### src/hw/rtl/fqcp_pkg.sv
`default_nettype none
package fqcp_pkg;

  localparam int TRIG_FRAC_BITS = 15;
  localparam int COORD_BITS     = 12;
  localparam int POLY_BITS      = 30;
  localparam int PHASE_BITS     = 16;
  localparam int U_W            = PHASE_BITS + 1;
  localparam int TRIG_W         = TRIG_FRAC_BITS + 1;
  localparam int SIZE_W         = 12;
  localparam int POS_W          = 16;
  localparam int OUT_W          = 17;
  localparam int CRD_W          = SIZE_W + 4;
  localparam int GAIN_W         = 16;
  localparam int CFG_IDX_W      = 3;
  localparam int CFG_DATA_W     = 16;

  localparam logic [U_W-1:0] PHASE_ONE  = U_W'(1) << PHASE_BITS;
  localparam logic [U_W-1:0] PHASE_HALF = U_W'(1) << (PHASE_BITS - 1);

  localparam logic [SIZE_W-1:0] SIZE_MASK = SIZE_W'((64'd1 << COORD_BITS) - 64'd1);

  localparam logic [CFG_IDX_W-1:0] REG_FLIP_EDGE     = 3'd0;
  localparam logic [CFG_IDX_W-1:0] REG_GAIN          = 3'd1;
  localparam logic [CFG_IDX_W-1:0] REG_PIVOT_FRONT_X = 3'd2;
  localparam logic [CFG_IDX_W-1:0] REG_PIVOT_FRONT_Y = 3'd3;
  localparam logic [CFG_IDX_W-1:0] REG_PIVOT_BACK_X  = 3'd4;
  localparam logic [CFG_IDX_W-1:0] REG_PIVOT_BACK_Y  = 3'd5;

  localparam logic [GAIN_W-1:0] GAIN_RESET = 16'd819;

  localparam logic [1:0] EDGE_TOP    = 2'd0;
  localparam logic [1:0] EDGE_LEFT   = 2'd1;
  localparam logic [1:0] EDGE_BOTTOM = 2'd2;
  localparam logic [1:0] EDGE_RIGHT  = 2'd3;

  // Q30 odd Taylor terms of sin(pi/2*u), u^1 .. u^9, alternating signs
  localparam logic signed [31:0] SIN_COEF [5] = '{
    32'sd1686629713, 32'sd693598668, 32'sd85569306, 32'sd5026995, 32'sd172272
  };

  typedef struct packed {
    logic                    fin;
    logic                    back;
    logic signed [POS_W-1:0] pos_x;
    logic signed [POS_W-1:0] pos_y;
    logic [SIZE_W-1:0]       fw;
    logic [SIZE_W-1:0]       fh;
    logic [SIZE_W-1:0]       bw;
    logic [SIZE_W-1:0]       bh;
  } side_t;

  typedef struct packed {
    logic [1:0]        flip_edge;
    logic [GAIN_W-1:0] gain;
    logic [SIZE_W-1:0] pfx;
    logic [SIZE_W-1:0] pfy;
    logic [SIZE_W-1:0] pbx;
    logic [SIZE_W-1:0] pby;
  } cfg_t;

endpackage
`default_nettype wire

### src/hw/rtl/fqcp_geom.sv
`default_nettype none
module fqcp_geom (
  input  wire logic                          clk,
  input  wire logic                          rst_n,
  input  wire fqcp_pkg::cfg_t                cfg,
  input  wire logic                          in_valid,
  output logic                               in_ready,
  input  wire logic [fqcp_pkg::TRIG_W-1:0]   in_s,
  input  wire logic [fqcp_pkg::TRIG_W-1:0]   in_c,
  input  wire logic                          in_rev,
  input  wire fqcp_pkg::side_t               in_side,
  output logic                               out_valid,
  input  wire logic                          out_ready,
  output logic                               out_face,
  output logic [fqcp_pkg::OUT_W-1:0]         out_x [4],
  output logic [fqcp_pkg::OUT_W-1:0]         out_y [4]
);

  localparam int NS   = 6;
  localparam int SW   = fqcp_pkg::SIZE_W;
  localparam int TW   = fqcp_pkg::TRIG_W;
  localparam int CW   = fqcp_pkg::CRD_W;
  localparam int OW   = fqcp_pkg::OUT_W;
  localparam int PW   = fqcp_pkg::POS_W;
  localparam int T    = fqcp_pkg::TRIG_FRAC_BITS;
  localparam int D_W  = SW + 1;
  localparam int C_W  = TW + 1;
  localparam int M_W  = D_W + C_W;
  localparam int SK_W = TW + SW;
  localparam int K_W  = SK_W + fqcp_pkg::GAIN_W;
  localparam int FB   = T + 16;

  function automatic logic signed [M_W-1:0] shr_zero(input logic signed [M_W-1:0] v);
    logic [M_W-1:0] a;
    a = v[M_W-1] ? M_W'(-v) : M_W'(v);
    a = a >> T;
    return v[M_W-1] ? -signed'(a) : signed'(a);
  endfunction

  logic [NS-1:0] v_r;
  logic [NS:0]   adv;

  // stage 0
  fqcp_pkg::side_t side0_r;
  logic            rev0_r;
  logic [TW-1:0]   s0_r, c0_r;

  // stage 1
  logic                 fin1_r, face1_r, face1_nxt;
  logic [1:0]           edge1_r, edge1_nxt;
  logic [SW-1:0]        cx1_r, cy1_r, cx1_nxt, cy1_nxt;
  logic [SW-1:0]        span1_r, piv1_r, ks1_r;
  logic [TW-1:0]        s1_r, c1_r;
  logic signed [PW-1:0] px1_r, py1_r;

  // stage 2
  logic signed [M_W-1:0] mlo2_r, mhi2_r, mlo2_nxt, mhi2_nxt;
  logic [SK_W-1:0]       sk2_r;
  logic [SW-1:0]         piv2_r, cx2_r, cy2_r;
  logic                  fin2_r, face2_r;
  logic [1:0]            edge2_r;
  logic signed [PW-1:0]  px2_r, py2_r;

  // stage 3
  logic signed [CW-1:0]  lo3_r, hi3_r, lo3_nxt, hi3_nxt;
  logic [K_W-1:0]        k3_r;
  logic [SW-1:0]         cx3_r, cy3_r;
  logic                  fin3_r, face3_r;
  logic [1:0]            edge3_r;
  logic signed [PW-1:0]  px3_r, py3_r;

  // stage 4
  logic signed [CW-1:0]  x4_r [4], y4_r [4], x4_nxt [4], y4_nxt [4];
  logic                  face4_r;
  logic signed [PW-1:0]  px4_r, py4_r;

  // stage 5
  logic [OW-1:0] x5_r [4], y5_r [4];
  logic          face5_r;

  always_comb begin
    adv[NS] = out_ready;
    for (int k = NS - 1; k >= 0; k--) begin
      adv[k] = !v_r[k] || adv[k+1];
    end
  end

  // face, size and hinge selection
  always_comb begin
    face1_nxt = side0_r.fin ? side0_r.back : (side0_r.back ^ rev0_r);
    cx1_nxt   = face1_nxt ? side0_r.bw : side0_r.fw;
    cy1_nxt   = face1_nxt ? side0_r.bh : side0_r.fh;
    edge1_nxt = face1_nxt ? (cfg.flip_edge ^ fqcp_pkg::EDGE_BOTTOM) : cfg.flip_edge;
  end

  always_comb begin
    logic signed [D_W-1:0] dlo, dhi;
    logic signed [C_W-1:0] cs;
    dlo = signed'(D_W'(0)) - signed'(D_W'(piv1_r));
    dhi = signed'(D_W'(span1_r)) - signed'(D_W'(piv1_r));
    cs  = signed'(C_W'(c1_r));
    mlo2_nxt = dlo * cs;
    mhi2_nxt = dhi * cs;
  end

  always_comb begin
    lo3_nxt = CW'(shr_zero(mlo2_r)) + signed'(CW'(piv2_r));
    hi3_nxt = CW'(shr_zero(mhi2_r)) + signed'(CW'(piv2_r));
  end

  always_comb begin
    logic signed [CW-1:0] kq, cx, cy;
    kq = signed'(CW'(k3_r >> FB));
    cx = signed'(CW'(cx3_r));
    cy = signed'(CW'(cy3_r));
    x4_nxt = '{'0, cx, cx, '0};
    y4_nxt = '{'0, '0, cy, cy};
    if (!fin3_r) begin
      case (edge3_r)
        fqcp_pkg::EDGE_TOP: begin
          y4_nxt = '{lo3_r, lo3_r, hi3_r, hi3_r};
          x4_nxt[2] = cx + kq;
          x4_nxt[3] = -kq;
        end
        fqcp_pkg::EDGE_BOTTOM: begin
          y4_nxt = '{lo3_r, lo3_r, hi3_r, hi3_r};
          x4_nxt[0] = -kq;
          x4_nxt[1] = cx + kq;
        end
        fqcp_pkg::EDGE_LEFT: begin
          x4_nxt = '{lo3_r, hi3_r, hi3_r, lo3_r};
          y4_nxt[1] = -kq;
          y4_nxt[2] = cy + kq;
        end
        default: begin
          x4_nxt = '{lo3_r, hi3_r, hi3_r, lo3_r};
          y4_nxt[0] = -kq;
          y4_nxt[3] = cy + kq;
        end
      endcase
    end
  end

  always_ff @(posedge clk) begin
    if (!rst_n) begin
      v_r <= '0;
    end else begin
      if (adv[0]) begin
        v_r[0] <= in_valid;
      end
      for (int k = 1; k < NS; k++) begin
        if (adv[k]) begin
          v_r[k] <= v_r[k-1];
        end
      end
    end
  end

  always_ff @(posedge clk) begin
    if (adv[0]) begin
      side0_r <= in_side;
      rev0_r  <= in_rev;
      s0_r    <= in_s;
      c0_r    <= in_c;
    end
    if (adv[1]) begin
      fin1_r  <= side0_r.fin;
      face1_r <= face1_nxt;
      edge1_r <= edge1_nxt;
      cx1_r   <= cx1_nxt;
      cy1_r   <= cy1_nxt;
      if (!edge1_nxt[0]) begin
        span1_r <= cy1_nxt;
        ks1_r   <= cx1_nxt;
        piv1_r  <= side0_r.back ? cfg.pby : cfg.pfy;
      end else begin
        span1_r <= cx1_nxt;
        ks1_r   <= cy1_nxt;
        piv1_r  <= side0_r.back ? cfg.pbx : cfg.pfx;
      end
      s1_r  <= s0_r;
      c1_r  <= c0_r;
      px1_r <= side0_r.pos_x;
      py1_r <= side0_r.pos_y;
    end
    if (adv[2]) begin
      mlo2_r  <= mlo2_nxt;
      mhi2_r  <= mhi2_nxt;
      sk2_r   <= SK_W'(s1_r) * SK_W'(ks1_r);
      piv2_r  <= piv1_r;
      cx2_r   <= cx1_r;
      cy2_r   <= cy1_r;
      fin2_r  <= fin1_r;
      face2_r <= face1_r;
      edge2_r <= edge1_r;
      px2_r   <= px1_r;
      py2_r   <= py1_r;
    end
    if (adv[3]) begin
      lo3_r   <= lo3_nxt;
      hi3_r   <= hi3_nxt;
      k3_r    <= K_W'(sk2_r) * K_W'(cfg.gain);
      cx3_r   <= cx2_r;
      cy3_r   <= cy2_r;
      fin3_r  <= fin2_r;
      face3_r <= face2_r;
      edge3_r <= edge2_r;
      px3_r   <= px2_r;
      py3_r   <= py2_r;
    end
    if (adv[4]) begin
      x4_r    <= x4_nxt;
      y4_r    <= y4_nxt;
      face4_r <= face3_r;
      px4_r   <= px3_r;
      py4_r   <= py3_r;
    end
    if (adv[5]) begin
      for (int i = 0; i < 4; i++) begin
        x5_r[i] <= OW'(x4_r[i]) + OW'(px4_r);
        y5_r[i] <= OW'(y4_r[i]) + OW'(py4_r);
      end
      face5_r <= face4_r;
    end
  end

  assign in_ready  = adv[0];
  assign out_valid = v_r[NS-1];
  assign out_face  = face5_r;
  assign out_x     = x5_r;
  assign out_y     = y5_r;

endmodule
`default_nettype wire

### config.mk
export PLATFORM = sky130hd
export DESIGN_NAME = fqcp_geom
export DESIGN_NICKNAME = d
export VERILOG_FILES = /design/src/hw/rtl/fqcp_pkg.sv /design/src/hw/rtl/fqcp_geom.sv
export SDC_FILE = /design/constraint.sdc
export NUM_CORES = 2
export LEC_CHECK = 0
export ABC_AREA = 1
export ABC_CLOCK_PERIOD_IN_PS = 16350
export BUFFER_PORTS_ARGS = -buffer_cell sky130_fd_sc_hd__buf_2
export CAP_MARGIN = 20
export CORE_MARGIN = 2
export CORE_UTILIZATION = 40
export DETAILED_ROUTE_END_ITERATION = 8
export SLEW_MARGIN = 30
export SYNTH_ARGS = -nofsm -noshare
export SYNTH_HDL_FRONTEND = slang
export SYNTH_SLANG_ARGS = --single-unit
export TNS_END_PERCENT = 30
### constraint.sdc
create_clock -name clk -period 16.35 [get_ports clk]
set_input_delay 0.8175 -clock clk [delete_from_list [all_inputs] [get_ports clk]]
set_output_delay 0.8175 -clock clk [all_outputs]
set_load 0.01 [all_outputs]
==> Word-level counts from Yosys, hierarchy flattened <==
Cells that the tools add are included.
{ "totals": {"ff_bits": 843, "in_bits": 185, "out_inout_bits": 139, "word_cells": 135} }
{ "classes": {"n_addsub": 19, "n_mul": 4, "eq_ne": 2, "mux": 20, "bitwise": 2, "n_reduce_logical": 14} }
{ "ops": {"columns": ["op", "count"], "rows": [
  ["$pmux 32 s2", 3],
  ["$add 16x16->17", 8],
  ["$mux 12", 7],
  ["$pmux 16 s2", 2],
  ["$mul 13x17->30", 2],
  ["$mux 30", 2],
  ["$neg 30->30", 2],
  ["$mul 28x16->44", 1],
  ["$mux 44", 1],
  ["$add 16x13->16", 2],
  ["$mux 16", 2],
  ["$neg 15->16", 2],
  ["$add 12x13->14", 2],
  ["$mul 16x12->28", 1],
  ["$mux 28", 1],
  ["$neg 13->16", 1],
  ["$sub 1x12->13 const A", 1],
  ["$sub 12x12->13", 1],
  ["$logic_not 1->1", 6],
  ["$logic_or 1x1->1", 6],
  ["$eq 2x1->1 const B", 1],
  ["$eq 2x2->1 const B", 1],
  ["$logic_not 2->1", 1],
  ["$mux 2", 1],
  ["other kinds (4)", 4]
]} }

==> Logic depth before layout (Yosys ltp) <==
{ "depth": {"word_depth": 7, "ltp_mapped": 39, "mapped_depth_nobuf": 38} }

==> Worst setup path before layout <==
No wires, ideal clock.
{ "synth_path": {"path_type": "in2out", "start": "input out_ready", "end": "output in_ready", "arrival_ps": 15210, "required_time_ps": 15532, "slack_ps": 323, "cell_stages": 10, "path_buffers": 0, "path_cell_list": "nor2_1 inv_1 nor2_1 inv_1 nor2_1 inv_1 nor2_1 inv_1 nor2_1 nand2_1"} }
{ "synth_between": {"elab_chain_len": 6} }
{ "synth_rtl": {"columns": ["element", "line_no", "source"], "rows": [
  ["start: declaration", "fqcp_geom.sv:13", "input wire logic out_ready,"],
  ["$logic_or 1x1->1", "fqcp_geom.sv:84", "adv[k] = !v_r[k] || adv[k+1];"],
  ["named net adv[5]", "fqcp_geom.sv:41", "logic [NS:0] adv;"],
  ["$logic_or 1x1->1", "fqcp_geom.sv:84", null],
  ["named net adv[4]", "fqcp_geom.sv:41", null],
  ["$logic_or 1x1->1", "fqcp_geom.sv:84", null],
  ["named net adv[3]", "fqcp_geom.sv:41", null],
  ["$logic_or 1x1->1", "fqcp_geom.sv:84", null],
  ["named net adv[2]", "fqcp_geom.sv:41", null],
  ["$logic_or 1x1->1 (2 in a row)", "fqcp_geom.sv:84", null],
  ["end: declaration", "fqcp_geom.sv:7", "output logic in_ready,"]
]} }
The timed path passes the listed nets, and every way through them passes these cells.

==> Worst setup path after layout <==
{ "layout_path": {"start": "register piv1_r[2]", "end": "register mhi2_r[27], data pin"} }
{ "layout_between": {"elab_chain_len": 2} }
{ "layout_rtl": {"columns": ["element", "line_no", "source"], "rows": [
  ["start: declaration", "fqcp_geom.sv:52", "logic [SW-1:0] span1_r, piv1_r, ks1_r;"],
  ["start signal: assignment", "fqcp_geom.sv:175", "piv1_r <= side0_r.back ? cfg.pby : cfg.pfy;"],
  ["start signal: assignment", "fqcp_geom.sv:179", "piv1_r <= side0_r.back ? cfg.pbx : cfg.pfx;"],
  ["$sub 12x12->13", "fqcp_geom.sv:100", "dhi = signed'(D_W'(span1_r)) - signed'(D_W'(piv1_r));"],
  ["$mul 13x17->30", "fqcp_geom.sv:103", "mhi2_nxt = dhi * cs;"],
  ["named net mhi2_nxt[27]", "fqcp_geom.sv:57", "logic signed [M_W-1:0] mlo2_r, mhi2_r, mlo2_nxt, mhi2_nxt;"],
  ["end signal: assignment", "fqcp_geom.sv:188", "mhi2_r <= mhi2_nxt;"],
  ["end: declaration", "fqcp_geom.sv:57", null]
]} }
The timed path passes the listed nets, and every way through them passes these cells.
A chain may end at the register's enable or synchronous reset.

==> results by group <==
Status
  – Status: completed

STA
  – RSZ-0062 raised after global routing: false
  – Slew margin rel.: 0.3139
  – Final Hold Viols: 0
  – Fin crit share: 0.4785
  – Min Tclk post-route: 7.824 ns
  – Fmax achieved: 0.1278 GHz
  – Final setup viols: 0
  – Slew Limit Fails: 0
  – Setup TNS: 0 ns
  – Skew final: 0.06822 ns
  – Worst slew pin tran: 1.018 ns

Clocking
  – Post-CTS Setup Bufs: 0
  – Worst-path clk slew: 0.06 ns
  – Clock buffer depth: 3
  – TritonCTS clock tree: built
  – Post_cts resized: 0
  – H-tree depth: 3
  – CTS Buf Count: 90
  – Root Buffer: clkbuf_16
  – Clk_lat worst skew: 0.75 ns
  – Clock sink count: 808
  – CTS Hold Buffers Added: 0

Drt
  – ANT nets after route: 0
  – DR WL/cell: 18.72 µm
  – Pre-antenna DRT Iters: 6
  – Vias: 50540
  – WL final: 189500 µm
  – Iter 0 DRT Violations: 3379
  – DRC: 0
  – Via density: 4.992

Floorplanning
  – Die area: 181600 µm²
  – Die Height: 426.1 µm
  – Row Count: 154
  – Die width: 426.1 µm
  – Core area: 176500 µm²
  – Initial cell density of the core: 0.4038
  – Io pins: 324

Final layout
  – Nets@finish: 9294
  – Number of fill cells: 16950
  – Share of layout cells above drive strength 1: 0.07633
  – Area delta synth->final: 9.777%
  – Sequential Area: 24200 µm²
  – Area of the multi-input gates: 40720 µm²

Placement
  – RePlAce Congestion: 0.9106
  – Detail Placement HPWL: 150400 µm
  – I/O Buffers: 323

Critical path
  – Reg2reg path depth: 32
  – Max Fanout on Critical Path: 11
  – Reg2reg setup slack: 8.53 ns
  – R2r endpoint: mhi2_r[27]
  – Worst Path Required: 16.83 ns
  – Reg2reg start: piv1_r[2]
  – Worst Path Arrival: 8.30 ns
  – Critical Path End Type: flip-flop
  – Crit path max-delay cell type: fa_1
  – CP bufs+invs: 6
  – CP max stage delay: 0.52 ns
  – Critical path type: flip-flop to flip-flop
  – Largest delay share family, worst path: adder cells
  – Startpoint Class: flip-flop

Global routing
  – Antenna violations before repair: 7
  – Largest net degree at the start of global routing: 99
  – Grt ovf: 0
  – Vias in the first global route: 52940
  – First-pass GRT wire length: 297500 µm
  – Total GRT Usage: 0.2119

Yosys
  – EDFF count, synth: 802
  – Synth top area cells: edfxtp_1 34%, fa_1 23%, ha_1 10%
  – Seq/Total Area, Yosys: 0.3396
  – Synth area leader: edfxtp_1
  – Most used DFF post-synth: edfxtp_1
  – Synth cell count leaders: 1815 x nand2_1, 1420 x inv_1, 822 x fa_1
  – Mapped Avg Cell Area: 9.475 µm²
  – Distinct cells, synth: 57
  – #FFs+latches synth: 808
  – Area share of the largest cell type after synthesis: 0.3379
  – Post-Syn Instances: 7522
  – Yosys Warn Count: 0
  – Mapped cell area: 71270 µm²
  – Asr flop ratio synth: 0
  – Post-synth net total: 9102
  – Count leader, synth: nand2_1

Hold path
  – Worst min-delay path class: input pin to flip-flop
  – Hold path startpoint: in_c[7]
  – Hold path depth: 1
  – Hold endpoint: c0_r[7]

Job
  – Max-cap violations: 0
layout by cell type (no fill, tap or decap), types with 23 or more instances in the layout:
| cell type | n |
|---|---|
| nor3_1 | 34 |
| a31oi_1 | 29 |
| edfxtp_1 | 802 |
| clkinv_1 | 23 |
| o21ai_0 | 221 |
| clkbuf_16 | 90 |
| o21ai_1 | 24 |
| xor2_1 | 184 |
| o211ai_1 | 23 |
| a21oi_1 | 382 |
| fa_1 | 822 |
| inv_1 | 1414 |
| nor2_1 | 416 |
| xnor2_1 | 80 |
| nand3_1 | 158 |
| ha_1 | 573 |
| nor2_2 | 26 |
| buf_4 | 42 |
| nand2_1 | 1814 |
| buf_2 | 323 |
worst max path at each step:
stage	startpoint	endpoint	slack, ns	cells past startpoint
after global placement	piv1_r[0]	mhi2_r[27]	8.72	33
after global routing	piv1_r[0]	mhi2_r[20]	7.96	34
final	piv1_r[2]	mhi2_r[27]	8.53	32
after floorplan	out_ready	in_ready	0.32	10
after CTS	piv1_r[0]	mhi2_r[27]	8.59	29
after detailed placement	piv1_r[0]	mhi2_r[27]	8.62	29
area by class of cell:
type | count | share of cell area
multi-input cells | 5015 | 0.5205
flip-flops and latches | 808 | 0.3094
inverters | 1434 | 0.06912
well taps | 2340 | 0.03742
clock buffers | 110 | 0.03013
repair buffers | 365 | 0.02469
clock inverters | 50 | 0.008732
diodes | 2 | 0.00006397
logic make-up after synthesis:
| logic type | Yosys count | share of synthesized area |
|---|---|---|
| compound gates | 788 | 0.06080 |
| xor+xnor | 267 | 0.03281 |
| fa+ha+maj | 1395 | 0.3315 |
| buf+inv | 1699 | 0.08999 |
| flops | 808 | 0.3396 |
| simple gates | 2565 | 0.1453 |
per-stage QoR:
step | setup slack [ns] | area [µm²] | utilization | std cells | hold WS [ns]
final | 8.526 | 78240 | 0.4433 | 10120 | 0.2549
after global routing | 7.963 | 78230 | 0.4432 | 10120 | 0.2146
after CTS | 8.592 | 78220 | 0.4432 | 10120 | 0.1828
after detailed placement | 8.621 | 75180 | 0.4259 | 9962 | 0.4045
after global placement | 8.722 | 75170 | 0.4259 | 9962 | 0.4017
after floorplan | 0.3228 | 71270 | - | 7522 | 0.4003
routing by layer:
layer  up-vias  wire, µm  GRT usage
met4         4      6482    0.07203
met1     24800     80840     0.2746
met3       317      9130    0.02491
met5         -        20          0
li1      24050         -          -
met2      1371     93020     0.3670
flip-flops by register name, indices dropped and copies added, names as in the netlist, 28 cells and up:
| name | cells |
|---|---|
| out_y | 68 |
| sk2_r | 28 |
| mlo2_r | 30 |
| mhi2_r | 30 |
| x4_r | 62 |
| y4_r | 62 |
| out_x | 68 |
| side0_r | 82 |
Power is not shown: default switching activity piles up to over one toggle a cycle in this logic, so the estimate is an artifact.
