[src/hw/rtl/fqcp_pkg.sv]
`default_nettype none
package fqcp_pkg;

  localparam int TRIG_FRAC_BITS = 15;
  localparam int COORD_BITS     = 12;
  localparam int POLY_BITS      = 30;
  localparam int PHASE_BITS     = 16;
  localparam int U_W            = PHASE_BITS + 1;
  localparam int TRIG_W         = TRIG_FRAC_BITS + 1;
  localparam int SIZE_W         = 12;
  localparam int POS_W          = 16;
  localparam int OUT_W          = 17;
  localparam int CRD_W          = SIZE_W + 4;
  localparam int GAIN_W         = 16;
  localparam int CFG_IDX_W      = 3;
  localparam int CFG_DATA_W     = 16;

  localparam logic [U_W-1:0] PHASE_ONE  = U_W'(1) << PHASE_BITS;
  localparam logic [U_W-1:0] PHASE_HALF = U_W'(1) << (PHASE_BITS - 1);

  localparam logic [SIZE_W-1:0] SIZE_MASK = SIZE_W'((64'd1 << COORD_BITS) - 64'd1);

  localparam logic [CFG_IDX_W-1:0] REG_FLIP_EDGE     = 3'd0;
  localparam logic [CFG_IDX_W-1:0] REG_GAIN          = 3'd1;
  localparam logic [CFG_IDX_W-1:0] REG_PIVOT_FRONT_X = 3'd2;
  localparam logic [CFG_IDX_W-1:0] REG_PIVOT_FRONT_Y = 3'd3;
  localparam logic [CFG_IDX_W-1:0] REG_PIVOT_BACK_X  = 3'd4;
  localparam logic [CFG_IDX_W-1:0] REG_PIVOT_BACK_Y  = 3'd5;

  localparam logic [GAIN_W-1:0] GAIN_RESET = 16'd819;

  localparam logic [1:0] EDGE_TOP    = 2'd0;
  localparam logic [1:0] EDGE_LEFT   = 2'd1;
  localparam logic [1:0] EDGE_BOTTOM = 2'd2;
  localparam logic [1:0] EDGE_RIGHT  = 2'd3;

  // Q30 odd Taylor terms of sin(pi/2*u), u^1 .. u^9, alternating signs
  localparam logic signed [31:0] SIN_COEF [5] = '{
    32'sd1686629713, 32'sd693598668, 32'sd85569306, 32'sd5026995, 32'sd172272
  };

  typedef struct packed {
    logic                    fin;
    logic                    back;
    logic signed [POS_W-1:0] pos_x;
    logic signed [POS_W-1:0] pos_y;
    logic [SIZE_W-1:0]       fw;
    logic [SIZE_W-1:0]       fh;
    logic [SIZE_W-1:0]       bw;
    logic [SIZE_W-1:0]       bh;
  } side_t;

  typedef struct packed {
    logic [1:0]        flip_edge;
    logic [GAIN_W-1:0] gain;
    logic [SIZE_W-1:0] pfx;
    logic [SIZE_W-1:0] pfy;
    logic [SIZE_W-1:0] pbx;
    logic [SIZE_W-1:0] pby;
  } cfg_t;

endpackage
`default_nettype wire

[src/hw/rtl/fqcp_phase.sv]
`default_nettype none
module fqcp_phase (
  input  wire logic                          clk,
  input  wire logic                          rst_n,
  input  wire logic                          in_valid,
  output logic                               in_ready,
  input  wire logic [15:0]                   in_elapsed,
  input  wire logic [15:0]                   in_duration,
  input  wire fqcp_pkg::side_t               in_side,
  output logic                               out_valid,
  input  wire logic                          out_ready,
  output logic [fqcp_pkg::U_W-1:0]           out_u,
  output logic                               out_rev,
  output fqcp_pkg::side_t                    out_side
);

  localparam int STEPS      = 2;
  localparam int DIV_STAGES = fqcp_pkg::PHASE_BITS / STEPS;
  localparam int NS         = DIV_STAGES + 2;
  localparam int QW         = fqcp_pkg::PHASE_BITS;

  logic [NS-1:0] v_r;
  logic [NS:0]   adv;

  logic [15:0]     rem_r  [DIV_STAGES+1];
  logic [QW-1:0]   q_r    [DIV_STAGES+1];
  logic [15:0]     d_r    [DIV_STAGES+1];
  logic            cap_r  [DIV_STAGES+1];
  fqcp_pkg::side_t side_r [DIV_STAGES+1];

  logic [15:0]   rem_nxt [DIV_STAGES+1];
  logic [QW-1:0] q_nxt   [DIV_STAGES+1];

  logic [fqcp_pkg::U_W-1:0] u_r, u_nxt;
  logic                     rev_r, rev_nxt;
  fqcp_pkg::side_t          sidef_r;

  always_comb begin
    adv[NS] = out_ready;
    for (int k = NS - 1; k >= 0; k--) begin
      adv[k] = !v_r[k] || adv[k+1];
    end
  end

  // restoring division, two quotient bits per stage
  always_comb begin
    logic [15:0]   r;
    logic [QW-1:0] q;
    logic [16:0]   t;
    rem_nxt[0] = rem_r[0];
    q_nxt[0]   = q_r[0];
    for (int k = 1; k <= DIV_STAGES; k++) begin
      r = rem_r[k-1];
      q = q_r[k-1];
      for (int j = 0; j < STEPS; j++) begin
        t = {r, 1'b0};
        if (t >= {1'b0, d_r[k-1]}) begin
          t = t - {1'b0, d_r[k-1]};
          q = {q[QW-2:0], 1'b1};
        end else begin
          q = {q[QW-2:0], 1'b0};
        end
        r = t[15:0];
      end
      rem_nxt[k] = r;
      q_nxt[k]   = q;
    end
  end

  always_comb begin
    logic [fqcp_pkg::U_W-1:0] ph;
    logic [fqcp_pkg::U_W-1:0] fold;
    ph = cap_r[DIV_STAGES] ? fqcp_pkg::PHASE_ONE
                           : {1'b0, q_r[DIV_STAGES]};
    rev_nxt = ph > fqcp_pkg::PHASE_HALF;
    fold = rev_nxt ? fqcp_pkg::PHASE_ONE - ph : ph;
    u_nxt = {fold[fqcp_pkg::U_W-2:0], 1'b0};
  end

  always_ff @(posedge clk) begin
    if (!rst_n) begin
      v_r <= '0;
    end else begin
      if (adv[0]) begin
        v_r[0] <= in_valid;
      end
      for (int k = 1; k < NS; k++) begin
        if (adv[k]) begin
          v_r[k] <= v_r[k-1];
        end
      end
    end
  end

  always_ff @(posedge clk) begin
    if (adv[0]) begin
      rem_r[0]  <= in_elapsed;
      q_r[0]    <= '0;
      d_r[0]    <= in_duration;
      cap_r[0]  <= (in_duration == 16'd0) || (in_elapsed >= in_duration);
      side_r[0] <= in_side;
    end
    for (int k = 1; k <= DIV_STAGES; k++) begin
      if (adv[k]) begin
        rem_r[k]  <= rem_nxt[k];
        q_r[k]    <= q_nxt[k];
        d_r[k]    <= d_r[k-1];
        cap_r[k]  <= cap_r[k-1];
        side_r[k] <= side_r[k-1];
      end
    end
    if (adv[NS-1]) begin
      u_r     <= u_nxt;
      rev_r   <= rev_nxt;
      sidef_r <= side_r[DIV_STAGES];
    end
  end

  assign in_ready  = adv[0];
  assign out_valid = v_r[NS-1];
  assign out_u     = u_r;
  assign out_rev   = rev_r;
  assign out_side  = sidef_r;

endmodule
`default_nettype wire

[config.mk]
export PLATFORM = sky130hd
export DESIGN_NAME = fqcp_phase
export DESIGN_NICKNAME = d
export VERILOG_FILES = /design/src/hw/rtl/fqcp_pkg.sv /design/src/hw/rtl/fqcp_phase.sv
export SDC_FILE = /design/constraint.sdc
export NUM_CORES = 1
export LEC_CHECK = 0
export BUFFER_PORTS_ARGS = -buffer_cell sky130_fd_sc_hd__buf_2
export CAP_MARGIN = 40
export CORE_MARGIN = 2
export CORE_UTILIZATION = 43
export DETAILED_ROUTE_END_ITERATION = 10
export PLACE_DENSITY = 0.71
export REMOVE_ABC_BUFFERS = 1
export SLEW_MARGIN = 10
export SYNTH_ARGS = -nofsm -noshare
export SYNTH_HDL_FRONTEND = slang
export SYNTH_SLANG_ARGS = --single-unit
[constraint.sdc]
create_clock -name clk -period 18.3 [get_ports clk]
set_clock_uncertainty 0.15 [all_clocks]
set_input_delay 2.745 -clock clk [delete_from_list [all_inputs] [get_ports clk]]
set_output_delay 2.745 -clock clk [all_outputs]
set_load 0.05 [all_outputs]
Yosys cells after proc, flatten, opt, wreduce, memory -nomap -nowiden
Memories as Yosys holds them, arrays and structs flattened. A register that Yosys moved wholly into a read port is not among the register bits.
Index checks and enable logic that the tools add are counted.
Word-level totals
  input bits: 118
  RAM bits: 1179
  output and inout port bits: 102
  bits in registers: 27
  memories kept: 5
Operators by class
  $lt $le $gt $ge: 18
  multiplexer cells: 52
  add/subtract/negate cells: 17
  reduce and logical (&&, ||, !) cells: 22
Memories
  side_r: depth 9, width 82, read ports 9, clocked after memory_dff 1, wr ports 9, RTL line fqcp_phase.sv:29  | fqcp_pkg::side_t side_r [DIV_STAGES+1];
  d_r: depth 9, width 16, read ports 8, clocked after memory_dff 0, wr ports 9, RTL line fqcp_phase.sv:27  | logic [15:0] d_r [DIV_STAGES+1];
  q_r: depth 9, width 16, read ports 9, clocked after memory_dff 0, wr ports 9, RTL line fqcp_phase.sv:26  | logic [QW-1:0] q_r [DIV_STAGES+1];
  rem_r: depth 9, width 16, read ports 8, clocked after memory_dff 0, wr ports 9, RTL line fqcp_phase.sv:25  | logic [15:0] rem_r [DIV_STAGES+1];
  cap_r: depth 9, width 1, read ports 9, clocked after memory_dff 0, wr ports 9, RTL line fqcp_phase.sv:28  | logic cap_r [DIV_STAGES+1];
Operator list (count)
  greater-or-equal comparator 17 x 16 -> 1 bit: 16
  two-way mux 16 bit: 17
  subtractor 16 bit: 16
  two-way mux 1 bit: 34
  > comparator 17 x 16 -> 1 bit, second input constant: 1
  two-way mux 17 bit: 1
  greater-or-equal comparator 16 bit: 1
  zero test 16 bit: 1
  subtractor 1 x 16 -> 16 bit, first input constant: 1
  logical OR 1 bit: 11
  zero test 1 bit: 10

Logic depth before layout (Yosys ltp)
Gate-level depths: netlist of run 1.
  depth in word-level cells: 13
  gate-level depth with buffers: 24

Worst setup path after synthesis of run 1
Ideal clock, no wire load.
  path kind: in2out
  from: in out_ready
  to: out in_ready
  stages on the path: 7
  slack: 5.796 ns
  path buffers: 0
  required time: 15.405 ns
  arrival: 9.609 ns
  cells stage by stage: nor2b_1 > and3_1 > and3_1 > and2_1 > nand2_1 > nor2_1 > nand3_1
On the way
  cells in the longest elaborated chain, start to end: 10
RTL lines
  from (decl): RTL line fqcp_phase.sv:11  | input wire logic out_ready,
  logical OR 1 bit (7 in a row): RTL line fqcp_phase.sv:41  | adv[k] = !v_r[k] || adv[k+1];
  named net adv[3]: RTL line fqcp_phase.sv:23  | logic [NS:0] adv;
  logical OR 1 bit (3 in a row): RTL line fqcp_phase.sv:41
  to (decl): RTL line fqcp_phase.sv:6  | output logic in_ready,
The timed path passes the listed nets, and every way through them passes these cells.

Worst setup path in the final report of run 1
Ends and elaborated chain as after synthesis.

==> results.toml, run 1 <==
[timing]
hold_viol = 0
post-route-period-util_pct = 48.92
slew_violations = 0
fmax_ghz = 0.1117
rsz0062_at_grt = "false"
slew-limit-headroom_pct = 41.92
tns_ns = 0
worstMarginPinSlew_ns = 0.8712
finalSetupViolations = 0
finalCriticalPeriod_ns = 8.952

[power]
peakVddDrop_v = 0.0001096
p_int_w = 0.006831
pwr_density_cell_mw_per_mm2 = 180.5
swShare_pct = 33.77
p_leak_nw = 22.54
clockPowerShare_pct = 21.0
p_sw_w = 0.003483
power_frac_comb_pct = 43.1
seq_power_share_pct = 36.0

[layout]
final_layout_size_suffix_gt1_share_pct = 14.94
final_cells = 5232
fin_nets = 4012
synthToLayoutAreaGrowth_pct = 13.08
stdcell_area_sq_mm = 0.05714
n_antenna_cell = 0

[clock_network]
clkTransAtPathRegs_ns = 0.06
cts_sinks = 1184
insertion_delay_ns = 0.69
cts_tree = "built"
cts.repair.resized = 0
ctsHoldBuffers = 0
root_buffer = "clkbuf_16"
ctsLongestPathBuffers = 3
cts_setup_buffers = 0
htreeDepth = 3
cts_buffers = 109

[setup_path]
cp_max_fo = 55
cp_data_required_time_ns = 15.41
end_kind = "output port"
path_class = "input pin to output port"
rrSetupSlack_ns = 11.76
r2r-start = "d_r[0][65]$_DFFE_PP_"
critPathArrivalTime_ns = 6.06
r2r-end = "rem_r[0][85]$_DFFE_PP_"
ff2ff_path_depth = 19
critPathLaunchType = "input pin"

[place]
dp.cells = 5033
placed_area_sq_mm = 0.05370
portBuffers = 218
dpl.hpwl_mm = 66.11
place_congestion = 0.8735

[logic_synthesis]
yosys-top-cells-count = "edfxtp_1 (1174), ha_1 (265), inv_1 (220), nand2_1 (182), a21oi_1 (178)"
ys_async_sr_fraction_pct = 0
syn_avg_cell_area_sq_um = 15.30
yosysMostFrequentCell = "edfxtp_1"
ys.flop_type = "edfxtp_1"
synth_edf_count = 1174
netlist_area_sq_mm = 0.05054
synth-seq-area-share_pct = 70.16
synth.distinct_cells = 98
netlist_top_cells_area = "edfxtp_1 (70%), ha_1 (6.6%), xnor2_1 (2.1%)"
synth_top_area_cell = "edfxtp_1"
yosysWarningCount = 0
syn_inst = 3304
yosys.area.top_type_share_pct = 69.76
ys_ff_latch = 1184

[routing]
ant_nets = 0
drt_pre_antenna_iters = 5
vias_per_cell = 5.124
drcViolationCount = 0
drt_wl_total_mm = 93.76
drtIter0Drc = 1662
vias = 26810
wire_per_inst_um = 17.92

[global_routing]
grt_overflow = 0
grt_max_degree = 74
antenna_found_initial = 3
grt_pass1_vias = 27110
grt_pass1_wl_mm = 147.8
gr-usage-all-layers_pct = 15.49

[floorplanning]
num_io_pins = 220
die_h_um = 346.8
rows = 125
die-area_sq_mm = 0.1203
initial_core_util_pct = 43.43
core_sq_mm = 0.1164
dieWidth_um = 346.8

[min_path]
hp-class = "flop to flop"
min-delay-start = "side_r[2][24]$_DFFE_PP_"
min_path_cells = 0
hold_end = "side_r[3][24]$_DFFE_PP_"

[outcome]
status = "finished clean"

[run]
maxCapViolations = 0
-- how the worst max path moves through the flow --
stage,startpoint,end,depth (start not counted)
2_1_floorplan,out_ready,in_ready,7
3_3_place_gp,out_ready,in_ready,9
3_5_place_dp,out_ready,in_ready,9
4_1_cts,out_ready,in_ready,9
5_1_grt,out_ready,in_ready,9
6_report,out_ready,in_ready,9
-- cell usage in the layout (no fill, tap or decap), types with 11 or more instances in the layout --
master and n:
a21oi_1 178, mux2_2 84, and2_1 12, xnor2_1 122, clkbuf_16 109, a211oi_1 24
clkbuf_1 28, nor2b_1 39, ha_1 265, or3_1 12, a21boi_0 11, clkinv_2 17
o31ai_1 22, inv_1 215, o21ai_0 156, o21a_1 37, and3_1 14, o211ai_1 14
a21o_1 75, nand2_1 178, nand3_1 39, xor2_1 66, a31oi_1 22, mux2i_1 15
nand4_1 31, mux2_4 24, o21bai_1 29, buf_2 218, nor2_1 136, nand2b_1 34
nor3_1 42, nor4_1 18, edfxtp_1 1174, buf_4 17, clkinv_1 21, mux2_1 12
-- registers in the layout, summed over array words and instances (netlist names) --
signal,count
out_u,16
out_rev,1
out_side,82
rem_r,128
q_r,72
cap_r,9
d_r,128
v_r,10
side_r,738
-- cells by family (layout without fill, tap and decap cells) --
group | after synthesis | after routing | share of synthesized area (%)
AO/OA/AOI/OAI | 668 | 668 | 8.755
XOR/XNOR | 188 | 188 | 3.258
adder cells (fa/ha/maj) | 273 | 273 | 6.878
buffers and inverters | 261 | 665 | 2.104
flip-flops | 1184 | 1184 | 70.16
multiplexers | 135 | 135 | 3.149
other | 1 | 1 | 0.007420
AND/OR/NAND/NOR | 594 | 594 | 5.692
-- through the flow --
stage	hold WS [ns]	util [%]	power [W]	worst slack, ns
2_1_floorplan	0.2503	-	0.007226	5.796
3_3_place_gp	0.2503	45.96	0.008037	9.503
3_5_place_dp	0.2545	46.15	0.008139	9.377
4_1_cts	0.2460	49.10	0.01035	9.300
5_1_grt	0.2543	49.11	0.01101	9.140
6_report	0.2467	49.11	0.01031	9.348
-- worst max-delay path, cell delays in order --
cell and delay (ns):
buf_2 0.09, nor2b_1 0.48, and3_1 0.47, and3_1 0.29, and2_1 0.28, nand2_4 0.48
nor2_1 0.73, nand3_4 0.21, buf_2 0.26
-- routing by layer --
layer	vias to the layer above	track usage, %	routed length (um)
met1	12900	19.30	40070
met4	0	5.421	3222
met2	561	27.41	47020
met5	-	0	0
li1	13180	-	-
met3	165	2.352	3447
-- power groups by stage --
| stage | Combinational [W] | Sequential, W | Clock, W |
|---|---|---|---|
| after floorplan | 0.00345 | 0.00378 | 0 |
| after global placement | 0.00428 | 0.00376 | 0 |
| after detailed placement | 0.00437 | 0.00377 | 0 |
| after CTS | 0.00442 | 0.00371 | 0.00222 |
| after global routing | 0.00494 | 0.00375 | 0.00232 |
| final | 0.00444 | 0.00371 | 0.00216 |
-- layout make-up --
type	instances	area, sq um
sequential	1184	35450
fill	9680	59220
multi-input combinational	1859	14060
clock inverter	61	591.8
clock buffer	137	2833
inverter	221	844.6
tap	1524	1907
timing repair buffer	246	1453
(Power assumes the default switching activity.)
==> run 2: changes to the inputs <==
==> constraint.sdc (replaced) <==
create_clock -name clk -period 9.1 [get_ports clk]
set_clock_uncertainty 0.15 [all_clocks]
set_input_delay 1.365 -clock clk [delete_from_list [all_inputs] [get_ports clk]]
set_output_delay 1.365 -clock clk [all_outputs]
set_load 0.05 [all_outputs]
==> run 2 against run 1 <==
Non-clock buffer count unchanged. Routed wire length grew 4.0%. Sequential share of layout area shrank 0.13 points. Critical path type is now flop to flop. Critical endpoint is now rem_r[0][86]$_DFFE_PP_. Largest power group unchanged. Highest routed layer unchanged.
==> results.toml, run 2 (same netlist as run 1, synthesis figures left out) <==
[outcome]
status = "finished clean"

[layout]
synthToLayoutAreaGrowth_pct = 13.31
final_layout_size_suffix_gt1_share_pct = 15.14
n_antenna_cell = 0
regMostFlops = "side_r"
fin_util_pct = 49.21
stdcell_area_sq_mm = 0.05726
most-common-layout-cells = "edfxtp_1 (1174), ha_1 (265), buf_2 (218)"
layout_commonest_cell = "edfxtp_1"
final_cells = 5236
fin_nets = 4012
reg.largest.list = "side_r x738, d_r x128, rem_r x128"
largest_reg_flops = 738

[global_routing]
grt_pass1_wl_mm = 151.6
antenna_found_initial = 1
grt_pass1_vias = 26990
grt_max_degree = 71
grt_overflow = 0
gr-usage-all-layers_pct = 16.02

[routing]
ant_nets = 0
wire_per_inst_um = 18.63
vias_per_cell = 5.169
drt_pre_antenna_iters = 5
vias = 27060
drtIter0Drc = 1941
drcViolationCount = 0
drt_wl_total_mm = 97.54

[setup_path]
end_kind = "flop"
critPathLaunchType = "flop"
ff2ff_path_depth = 18
rrSetupSlack_ns = 2.48
cp_max_fo = 26
cp_data_required_time_ns = 9.37
critPathArrivalTime_ns = 6.89
path_class = "flop to flop"

[run]
maxCapViolations = 0

[timing]
tns_ns = 0
slew_violations = 0
finalWorstSetupSlack_ns = 2.476
hold_viol = 0
rsz0062_at_grt = "false"
worstMarginPinSlew_ns = 0.8566
fmax_ghz = 0.1510
finalCriticalPeriod_ns = 6.624
finalSetupViolations = 0
slew-limit-headroom_pct = 42.89
post-route-period-util_pct = 72.79

[clock_network]
cts_tree = "built"
ctsLongestPathBuffers = 3
root_buffer = "clkbuf_16"
ctsHoldBuffers = 0
cts_sinks = 1184
insertion_delay_ns = 0.69
cts.repair.resized = 0
cts_setup_buffers = 0
htreeDepth = 3
cts_buffers = 109
clkTransAtPathRegs_ns = 0.07

[floorplanning]
core_sq_mm = 0.1164
num_io_pins = 220
initial_core_util_pct = 43.43
die_h_um = 346.8
rows = 125
dieWidth_um = 346.8
die-area_sq_mm = 0.1203

[place]
dpl.hpwl_mm = 68.54
place_ws_ns = 2.544
placed_area_sq_mm = 0.05369
portBuffers = 218
dp.cells = 5033
place_congestion = 0.8858

[power]
pwr_density_cell_mw_per_mm2 = 366.7
peakVddDrop_v = 0.0002128
p_leak_nw = 22.60

[min_path]
min_path_cells = 0
hp-class = "flop to flop"
==> run 2: changes by cell type in the layout (fill, tap and decap cells not counted), sizes merged <==
cell and change:
bufinv +3, clkbuf -6, clkinv +5, clkinvlp +2
==> run 2: layer usage <==
layer | GRT usage (%) | part of all wire (%) | vias up
met1 | 21.07 | 44 | 13080
met2 | 27.88 | 50 | 617
met3 | 2.004 | 3.6 | 164
met5 | 0 | 0 | -
met4 | 4.623 | 2.5 | 0
li1 | - | - | 13200
==> run 2: area by class of cell <==
cell class,count,area (sq um)
Tap cell,1524,1907
Clock buffer,131,2831
Sequential cell,1184,35450
Timing Repair Buffer,246,1451
Inverter,221,844.6
Fill cell,9739,59100
Clock inverter,71,714.4
Multi-Input combinational cell,1859,14060
==> run 2: path summary, 6_finish.rpt <==
| path | endpoint | start |
|---|---|---|
| max | rem_r[0][86]$_DFFE_PP_ | d_r[0][65]$_DFFE_PP_ |
| min | q_r[0][104]$_DFFE_PP_ | q_r[0][86]$_DFFE_PP_ |
| max reg2reg | rem_r[0][86]$_DFFE_PP_ | d_r[0][65]$_DFFE_PP_ |
| min reg2reg | q_r[0][104]$_DFFE_PP_ | q_r[0][86]$_DFFE_PP_ |
==> run 2: report_power, final <==
group | internal [W] | switching, W | leakage, nW | total, W
combinational | 0.00422 | 0.00477 | 8.41 | 0.00899
sequential | 0.00711 | 0.000398 | 12.5 | 0.00751
clock | 0.00252 | 0.00198 | 1.72 | 0.00449
total | 0.0139 | 0.00714 | 22.6 | 0.0210
==> run 2: through the flow <==
| step | total power, W | hold slack [ns] |
|---|---|---|
| after floorplan | 0.01453 | 0.2503 |
| after global placement | 0.01629 | 0.2502 |
| after detailed placement | 0.01650 | 0.2545 |
| after CTS | 0.02108 | 0.2454 |
| after global routing | 0.02235 | 0.2472 |
| final | 0.02100 | 0.2444 |
==> run 2: critical path: stages (launching register included) <==
cell and delay, ns:
edfxtp_1 0.46, inv_1 0.18, ha_1 0.27, nor2b_1 0.15
o31a_1 0.32, o31ai_4 0.27, o21ai_2 0.11, or4_1 0.43
a21oi_2 0.29, buf_4 0.34, mux2_2 0.39, ha_1 0.35
and2_1 0.20, o41ai_1 0.58, a21oi_1 0.24, o221a_2 0.30
o21ai_0 0.17, o211a_1 0.74, mux2_2 0.42
